===== config.mk =====
export PLATFORM = sky130hd
export DESIGN_NAME = fbh_dpath
export DESIGN_NICKNAME = d
export VERILOG_FILES = /design/src/design/fbh_pkg.sv /design/src/design/fbh_dpath.sv
export SDC_FILE = /design/constraint.sdc
export NUM_CORES = 1
export LEC_CHECK = 0
export BUFFER_PORTS_ARGS = -buffer_cell sky130_fd_sc_hd__buf_2
export CORE_MARGIN = 2
export CORE_UTILIZATION = 54
export CTS_CLUSTER_DIAMETER = 50
export DETAILED_ROUTE_END_ITERATION = 10
export PLACE_DENSITY_LB_ADDON = 0.25
export SLEW_MARGIN = 40
export SYNTH_ARGS = -nofsm -noshare
export SYNTH_HDL_FRONTEND = slang
export SYNTH_SLANG_ARGS = --single-unit
export TNS_END_PERCENT = 100

===== constraint.sdc =====
create_clock -name clock -period 3.9 [get_ports clock]
set_clock_uncertainty 0.05 [all_clocks]
set_input_delay 0.78 -clock clock [delete_from_list [all_inputs] [get_ports clock]]
set_output_delay 0.78 -clock clock [all_outputs]
set_load 0.1 [all_outputs]

===== src/design/fbh_pkg.sv =====
// ----------------------------------------------------------------------------
// fbh_pkg
// Shared types and constants for the first-fit byte heap allocator.
// ----------------------------------------------------------------------------
package fbh_pkg;

   // header position width: covers the pool plus one oversized hop past its end
   localparam int POS_W  = 10;
   localparam int BYTE_W = 8;
   localparam int FUNC_W = 2;

   // operation codes carried on req_tuser
   localparam logic [FUNC_W-1:0] FUNC_ALLOC    = 2'd0;
   localparam logic [FUNC_W-1:0] FUNC_FREE     = 2'd1;
   localparam logic [FUNC_W-1:0] FUNC_COALESCE = 2'd2;
   localparam logic [FUNC_W-1:0] FUNC_CLEAR    = 2'd3;

   // header byte values and limits
   localparam logic [BYTE_W-1:0] FLAG_USED   = 8'd1;
   localparam logic [BYTE_W-1:0] FLAG_FREE   = 8'd0;
   localparam logic [POS_W-1:0]  MAX_SIZE    = 10'd255;
   localparam logic [POS_W-1:0]  MAX_PAYLOAD = 10'd255;
   localparam logic [POS_W-1:0]  HDR_BYTES   = 10'd2;

   // controller states
   typedef enum logic [3:0] {
      ST_IDLE,
      ST_A_RD,
      ST_A_CHK,
      ST_A_SP1,
      ST_A_SP2,
      ST_A_SP3,
      ST_F_START,
      ST_F_SIZE,
      ST_AB_RD,
      ST_AB_CHK,
      ST_F_FIN,
      ST_C_RD,
      ST_C_CHK,
      ST_C_WR,
      ST_CLEAR,
      ST_DONE
   } ctrl_state_type;

   // datapath micro-operations
   typedef enum logic [3:0] {
      OP_NONE,
      OP_START,
      OP_HDR_RD,
      OP_A_CHK,
      OP_A_SPLIT1,
      OP_A_SPLIT2,
      OP_A_SPLIT3,
      OP_FAIL,
      OP_F_START,
      OP_F_SIZE,
      OP_ABS_RD,
      OP_ABS_CHK,
      OP_F_FIN,
      OP_C_CHK,
      OP_C_WR,
      OP_CLEAR
   } dp_op_type;

   typedef struct packed {
      dp_op_type op;
      logic      rsp_load;
   } dp_cmd_type;

   typedef struct packed {
      logic idx_end;
      logic nx_end;
      logic hdr_free;
      logic fit;
      logic split;
      logic absorb_ok;
      logic off_bad;
   } dp_status_type;

endpackage


===== src/design/fbh_dpath.sv =====
// ----------------------------------------------------------------------------
// fbh_dpath
// Heap datapath: walk pointers, size arithmetic, pool address generation
// and the result register.
// ----------------------------------------------------------------------------
module fbh_dpath #(
   parameter int POOL_BYTES = 256,
   parameter int SIZE_GRAIN = 8
) (
   input  logic                          clock,
   input  logic                          reset,
   input  fbh_pkg::dp_cmd_type           cmd,
   output fbh_pkg::dp_status_type        status,
   input  logic [fbh_pkg::BYTE_W-1:0]    req_request_size,
   input  logic [fbh_pkg::BYTE_W-1:0]    req_block_offset,
   output logic [fbh_pkg::POS_W-1:0]     rd_a_pos,
   output logic [fbh_pkg::POS_W-1:0]     rd_b_pos,
   input  logic [fbh_pkg::BYTE_W-1:0]    rd_a_data,
   input  logic [fbh_pkg::BYTE_W-1:0]    rd_b_data,
   output logic                          wr_en,
   output logic [fbh_pkg::POS_W-1:0]     wr_pos,
   output logic [fbh_pkg::BYTE_W-1:0]    wr_data,
   output logic                          pool_clear,
   output logic                          rsp_status,
   output logic [fbh_pkg::BYTE_W-1:0]    rsp_payload_offset,
   output logic [fbh_pkg::BYTE_W-1:0]    rsp_free_total
);

   localparam int PW = fbh_pkg::POS_W;
   localparam int BW = fbh_pkg::BYTE_W;
   localparam logic [PW-1:0] POOL_END = PW'(POOL_BYTES);
   localparam logic [PW-1:0] ONE      = PW'(1);
   localparam logic [PW-1:0] THREE    = PW'(3);

   // rounding table: request size to grain multiple
   logic [BW:0] round_tab [2**BW];
   for (genvar v = 0; v < 2**BW; v++) begin : g_round
      assign round_tab[v] = (BW+1)'(((v + SIZE_GRAIN - 1) / SIZE_GRAIN) * SIZE_GRAIN);
   end

   logic [BW:0]   need_ff, need_in;
   logic [BW-1:0] off_ff, off_in;
   logic [PW-1:0] idx_ff, idx_in;
   logic [PW-1:0] nx_ff, nx_in;
   logic [BW-1:0] ns_ff, ns_in;
   logic [BW-1:0] cur_ff, cur_in;
   logic          stat_ff, stat_in;
   logic [BW-1:0] payload_ff, payload_in;
   logic [BW-1:0] total_ff, total_in;

   logic [PW-1:0] cur_w, need_w, off_w, ns_w;
   logic [PW-1:0] hop, add, ns_sum;
   logic [BW:0]   total_sum;
   logic [BW-1:0] spare;

   assign cur_w  = PW'(rd_b_data);
   assign need_w = PW'(need_ff);
   assign off_w  = PW'(off_ff);
   assign ns_w   = PW'(ns_ff);
   assign hop    = cur_w + fbh_pkg::HDR_BYTES;
   assign add    = hop;
   assign ns_sum = ns_w + add;
   assign spare  = rd_b_data - need_ff[BW-1:0];
   assign total_sum = {1'b0, total_ff} + {1'b0, ns_ff};

   // status toward the controller
   always_comb begin
      status.idx_end   = (idx_ff + ONE) >= POOL_END;
      status.nx_end    = (nx_ff + ONE) >= POOL_END;
      status.hdr_free  = rd_a_data == fbh_pkg::FLAG_FREE;
      status.fit       = (rd_a_data == fbh_pkg::FLAG_FREE) && (need_w <= cur_w) &&
                         ((idx_ff + fbh_pkg::HDR_BYTES) <= fbh_pkg::MAX_PAYLOAD);
      status.split     = spare >= BW'(2);
      status.absorb_ok = (rd_a_data == fbh_pkg::FLAG_FREE) && (ns_sum <= fbh_pkg::MAX_SIZE);
      status.off_bad   = (off_ff < BW'(2)) || (off_w >= (POOL_END + ONE));
   end

   // pool addresses and writes
   always_comb begin
      rd_a_pos   = idx_ff;
      rd_b_pos   = idx_ff + ONE;
      wr_en      = 1'b0;
      wr_pos     = idx_ff;
      wr_data    = fbh_pkg::FLAG_FREE;
      pool_clear = 1'b0;
      case (cmd.op)
         fbh_pkg::OP_ABS_RD: begin
            rd_a_pos = nx_ff;
            rd_b_pos = nx_ff + ONE;
         end
         fbh_pkg::OP_A_CHK: begin
            wr_en   = status.fit;
            wr_data = fbh_pkg::FLAG_USED;
         end
         fbh_pkg::OP_A_SPLIT1: begin
            wr_en   = 1'b1;
            wr_pos  = idx_ff + ONE;
            wr_data = need_ff[BW-1:0];
         end
         fbh_pkg::OP_A_SPLIT2: begin
            wr_en   = 1'b1;
            wr_pos  = idx_ff + need_w + fbh_pkg::HDR_BYTES;
         end
         fbh_pkg::OP_A_SPLIT3: begin
            wr_en   = 1'b1;
            wr_pos  = idx_ff + need_w + THREE;
            wr_data = cur_ff - need_ff[BW-1:0] - BW'(2);
         end
         fbh_pkg::OP_F_START: begin
            rd_b_pos = off_w - ONE;
            wr_en    = 1'b1;
            wr_pos   = off_w - fbh_pkg::HDR_BYTES;
         end
         fbh_pkg::OP_F_FIN: begin
            wr_en   = 1'b1;
            wr_pos  = off_w - ONE;
            wr_data = ns_ff;
         end
         fbh_pkg::OP_C_WR: begin
            wr_en   = 1'b1;
            wr_pos  = idx_ff + ONE;
            wr_data = ns_ff;
         end
         fbh_pkg::OP_CLEAR: begin
            pool_clear = 1'b1;
         end
         default: begin
         end
      endcase
   end

   // walk registers next value
   always_comb begin
      need_in    = need_ff;
      off_in     = off_ff;
      idx_in     = idx_ff;
      nx_in      = nx_ff;
      ns_in      = ns_ff;
      cur_in     = cur_ff;
      stat_in    = stat_ff;
      payload_in = payload_ff;
      total_in   = total_ff;
      case (cmd.op)
         fbh_pkg::OP_START: begin
            need_in    = round_tab[req_request_size];
            off_in     = req_block_offset;
            idx_in     = '0;
            stat_in    = 1'b0;
            payload_in = '0;
            total_in   = '0;
         end
         fbh_pkg::OP_A_CHK: begin
            if (status.fit) begin
               cur_in     = rd_b_data;
               payload_in = BW'(idx_ff + fbh_pkg::HDR_BYTES);
            end else begin
               idx_in = idx_ff + hop;
            end
         end
         fbh_pkg::OP_FAIL: begin
            stat_in = 1'b1;
         end
         fbh_pkg::OP_F_SIZE: begin
            ns_in = rd_b_data;
            nx_in = off_w + cur_w;
         end
         fbh_pkg::OP_ABS_CHK: begin
            if (status.absorb_ok) begin
               ns_in = BW'(ns_sum);
               nx_in = nx_ff + add;
            end
         end
         fbh_pkg::OP_C_CHK: begin
            if (status.hdr_free) begin
               ns_in = rd_b_data;
               nx_in = idx_ff + hop;
            end else begin
               idx_in = idx_ff + hop;
            end
         end
         fbh_pkg::OP_C_WR: begin
            // running free total saturates at the byte maximum
            total_in = total_sum[BW] ? {BW{1'b1}} : total_sum[BW-1:0];
            idx_in   = nx_ff;
         end
         default: begin
         end
      endcase
   end

   always_ff @(posedge clock) begin
      need_ff    <= need_in;
      off_ff     <= off_in;
      idx_ff     <= idx_in;
      nx_ff      <= nx_in;
      ns_ff      <= ns_in;
      cur_ff     <= cur_in;
      stat_ff    <= stat_in;
      payload_ff <= payload_in;
      total_ff   <= total_in;
   end

   // result register, held while the transaction waits on the output
   logic          rsp_status_ff;
   logic [BW-1:0] rsp_payload_ff, rsp_total_ff;

   always_ff @(posedge clock) begin
      if (reset) begin
         rsp_status_ff  <= 1'b0;
         rsp_payload_ff <= '0;
         rsp_total_ff   <= '0;
      end else if (cmd.rsp_load) begin
         rsp_status_ff  <= stat_ff;
         rsp_payload_ff <= payload_ff;
         rsp_total_ff   <= total_ff;
      end
   end

   assign rsp_status         = rsp_status_ff;
   assign rsp_payload_offset = rsp_payload_ff;
   assign rsp_free_total     = rsp_total_ff;

endmodule


==> impl_metrics.json <==
{
  "grt_pass1_vias": 6482,
  "power.leakage_nw": 4.052,
  "dr.pass1.iters": 5,
  "met3_usage_pct": 4.322,
  "ff2ff_setup_slack_ns": 0.71,
  "max-vdd-ir-drop_v": 0.0002272,
  "synthTopCellsByCount": "nor2_1 (87), ha_1 (74), nand2_1 (74), edfxtp_1 (67), inv_1 (58)",
  "yosysTopAreaCell": "edfxtp_1",
  "placed_area_um2": 8924,
  "power_density_nw_per_um2": 326.3,
  "wl_per_cell_um": 19.33,
  "outcome": "finished, final reports clean",
  "clkTransAtPathRegs_ns": 0.06,
  "crit_type": "in2out",
  "critPathCaptureType": "primary output",
  "synth_edf_count": 67,
  "final_cell_count_no_fill": 1185,
  "syn2layout_area_growth_pct": 24.40,
  "clock_latency_ns": 0.36,
  "worst_slew_pin_slew_ns": 0.6672,
  "cts_tree": "yes",
  "die_area_um2": 14960,
  "htreeDepth": 3,
  "ctsHoldBuffers": 0,
  "vias_per_cell": 5.932,
  "grt_use_total_pct": 31.20,
  "max-clock-path-buffers": 2,
  "die_h_um": 122.3,
  "diodes": 0,
  "yosysSeqAreaShare_pct": 31.13,
  "drtAntennaViolNets": 0,
  "cts_sinks": 84,
  "reg2reg_depth": 10,
  "max_cap_violations": 0,
  "post-route-period-util_pct": 99.61,
  "synthTopCellsByArea": "edfxtp_1 (27%), ha_1 (12%), xnor2_1 (5.3%)",
  "die_w_um": 122.3,
  "holdPathStages": 2,
  "rsz0062_at_grt": "yes",
  "r2r-end": "nx_ff[7]",
  "layout.nets": 1120,
  "drt_iter0_drc": 767,
  "async_flop_share_pct": 0,
  "synth_top_area_share_pct": 26.62,
  "use_met2_pct": 48.37,
  "fmax_ghz": 0.2574,
  "yosysMostFrequentCell": "nor2_1",
  "hold_viol": 0,
  "synth.net_count": 976,
  "syn_area_um2": 7557,
  "hpwl_mm": 18.14,
  "setup_viol": 0,
  "crit_path_start_kind": "input port",
  "grt-ovfl-total": 0,
  "wl_mm": 22.90,
  "met1_usage_pct": 43.59,
  "core_area_um2": 13770,
  "ys.warnings.count": 0,
  "reg2reg_from": "ns_ff[0]",
  "gp_congestion": 0.9793,
  "cp.arrival_ns": 3.05,
  "route.detailed.drc": 0,
  "vias": 7029,
  "synth_cells": 856,
  "worst_hold_path_type": "reg2reg",
  "finalPower_mw": 3.068,
  "cts-root-buf": "clkbuf_16",
  "cp_max_fo": 7,
  "slew_violations": 0,
  "finalCriticalPeriod_ns": 3.885,
  "slew_headroom_pct": 55.11,
  "grt-busiest-layer": "met2",
  "synth-seq-cells": 84,
  "placed_cells": 1153,
  "utilization_pct": 68.26,
  "grt_pass1_wl_mm": 35.05,
  "final_layout_size_suffix_gt1_share_pct": 23.08,
  "avgSynthCellArea_um2": 8.829,
  "grt_max_degree": 22,
  "synth.distinct_cells": 77,
  "hold_start": "payload_ff[7]",
  "hold_path_end": "rsp_payload_offset[7]",
  "final_area_um2": 9402,
  "num_rows": 43,
  "ios": 103,
  "worst_ep_required_time_ns": 3.07,
  "cts_buffers": 9,
  "portBuffers": 102,
  "antenna_found_initial": 0,
  "start_util_pct": 54.87,
  "synth-main-ff-cell": "edfxtp_1"
}
## worst max path at each step
stage	startpoint	end	slack, ns	cells after the start
global route	rd_b_data[1]	status[1]	-0.07	13
global placement	rd_b_data[1]	status[1]	0.04	11
detailed placement	rd_b_data[1]	status[1]	0.01	11
finish	rd_b_data[1]	status[1]	0.02	13
floorplan	cmd[4]	rd_a_pos[0]	-0.66	7
CTS	idx_ff[3]	wr_pos[9]	0.006	12
## where the power goes
group,switching [mW],internal [mW],total (mW)
Clock,0.355,0.471,0.826
Sequential,0.0356,1.00,1.04
Combinational,0.796,0.406,1.20
Total,1.19,1.88,3.07
## what timing repair did
item,4_1_cts,5_1_grt
pin swaps,8,8
setup buffers,8,8
setup endpoints to repair,3,6
gates resized for setup,6,11
## registers in the layout, summed over array words and instances (netlist names)
signal and cells:
cur_ff 8, idx_ff 10, need_ff 6, ns_ff 8, nx_ff 10, off_ff 8
payload_ff 8, rsp_free_total 8, rsp_payload_offset 8, rsp_status 1, stat_ff 1, total_ff 8
## logic make-up after synthesis
| kind of cell | Yosys count | share of synthesized area (%) |
|---|---|---|
| buffers and inverters | 91 | 4.719 |
| and+or+nand+nor | 279 | 17.90 |
| xor gates and xnor gates | 91 | 10.75 |
| adders and majority gates | 81 | 14.11 |
| AOI/OAI and AO/OA | 201 | 17.43 |
| DFF | 84 | 31.13 |
| muxes | 29 | 3.973 |
## critical path, cell delays in order
cell      delay (ns)
buf_2           0.14
buf_12          0.14
ha_1            0.21
and3_1          0.23
xnor2_2         0.15
ha_1            0.29
o21ai_0         0.18
nand2b_1        0.11
o21a_1          0.14
o31ai_2         0.08
nand3_1         0.20
a21oi_4         0.22
buf_12          0.19
## routing by layer
metal	vias up	routed length [um]
li1	3367	-
met2	357	10580
met4	0	702
met5	-	0
met1	3252	9884
met3	53	1740
## per-stage QoR
step | setup WS [ns] | TNS, ns | hold WS [ns]
5_1_grt | -0.06728 | -0.1307 | 0.4495
6_report | 0.01536 | 0 | 0.4377
3_5_place_dp | 0.009861 | 0 | 0.4289
4_1_cts | 0.005928 | 0 | 0.4449
2_1_floorplan | -0.6609 | -2.473 | 0.4063
3_3_place_gp | 0.03826 | 0 | 0.4155
## placed cells by master, fill, tap and decap left out, drive strengths merged, types with 4 or more instances in the layout
cell type  Yosys  layout
a21boi         5       5
a21o           9       9
a21oi         48      48
a221o          4       4
a221oi         5       5
a22o           7       7
a22oi         10      10
a31oi          6       6
and3           4       4
buf           15     165
clkbuf        18      14
dfxtp         17      17
edfxtp        67      67
fa             7       7
ha            74      74
inv           58      58
mux2           8       8
mux2i         21      21
nand2         75      75
nand2b        18      18
nand3         21      21
nand4         10      10
nor2          88      88
nor2b         12      12
nor3          10      10
nor3b          5       5
nor4          10      10
o211ai         4       4
o21a           6       6
o21ai         62      62
o221ai         5       5
o22ai          5       5
o31ai          5       5
or2            8       8
or3            6       6
xnor2         48      48
xor2          43      43
## area by class of cell
class / instances / area, um^2
multi-input cells: 681 / 5005
fillers: 1149 / 4372
flip-flops and latches: 84 / 2352
repair buffers: 166 / 1316
clock buffers: 13 / 261.5
well taps: 180 / 225.2
inverters: 58 / 221.5
clock inverters: 3 / 20.02
Power figures use the tool's default switching activity.
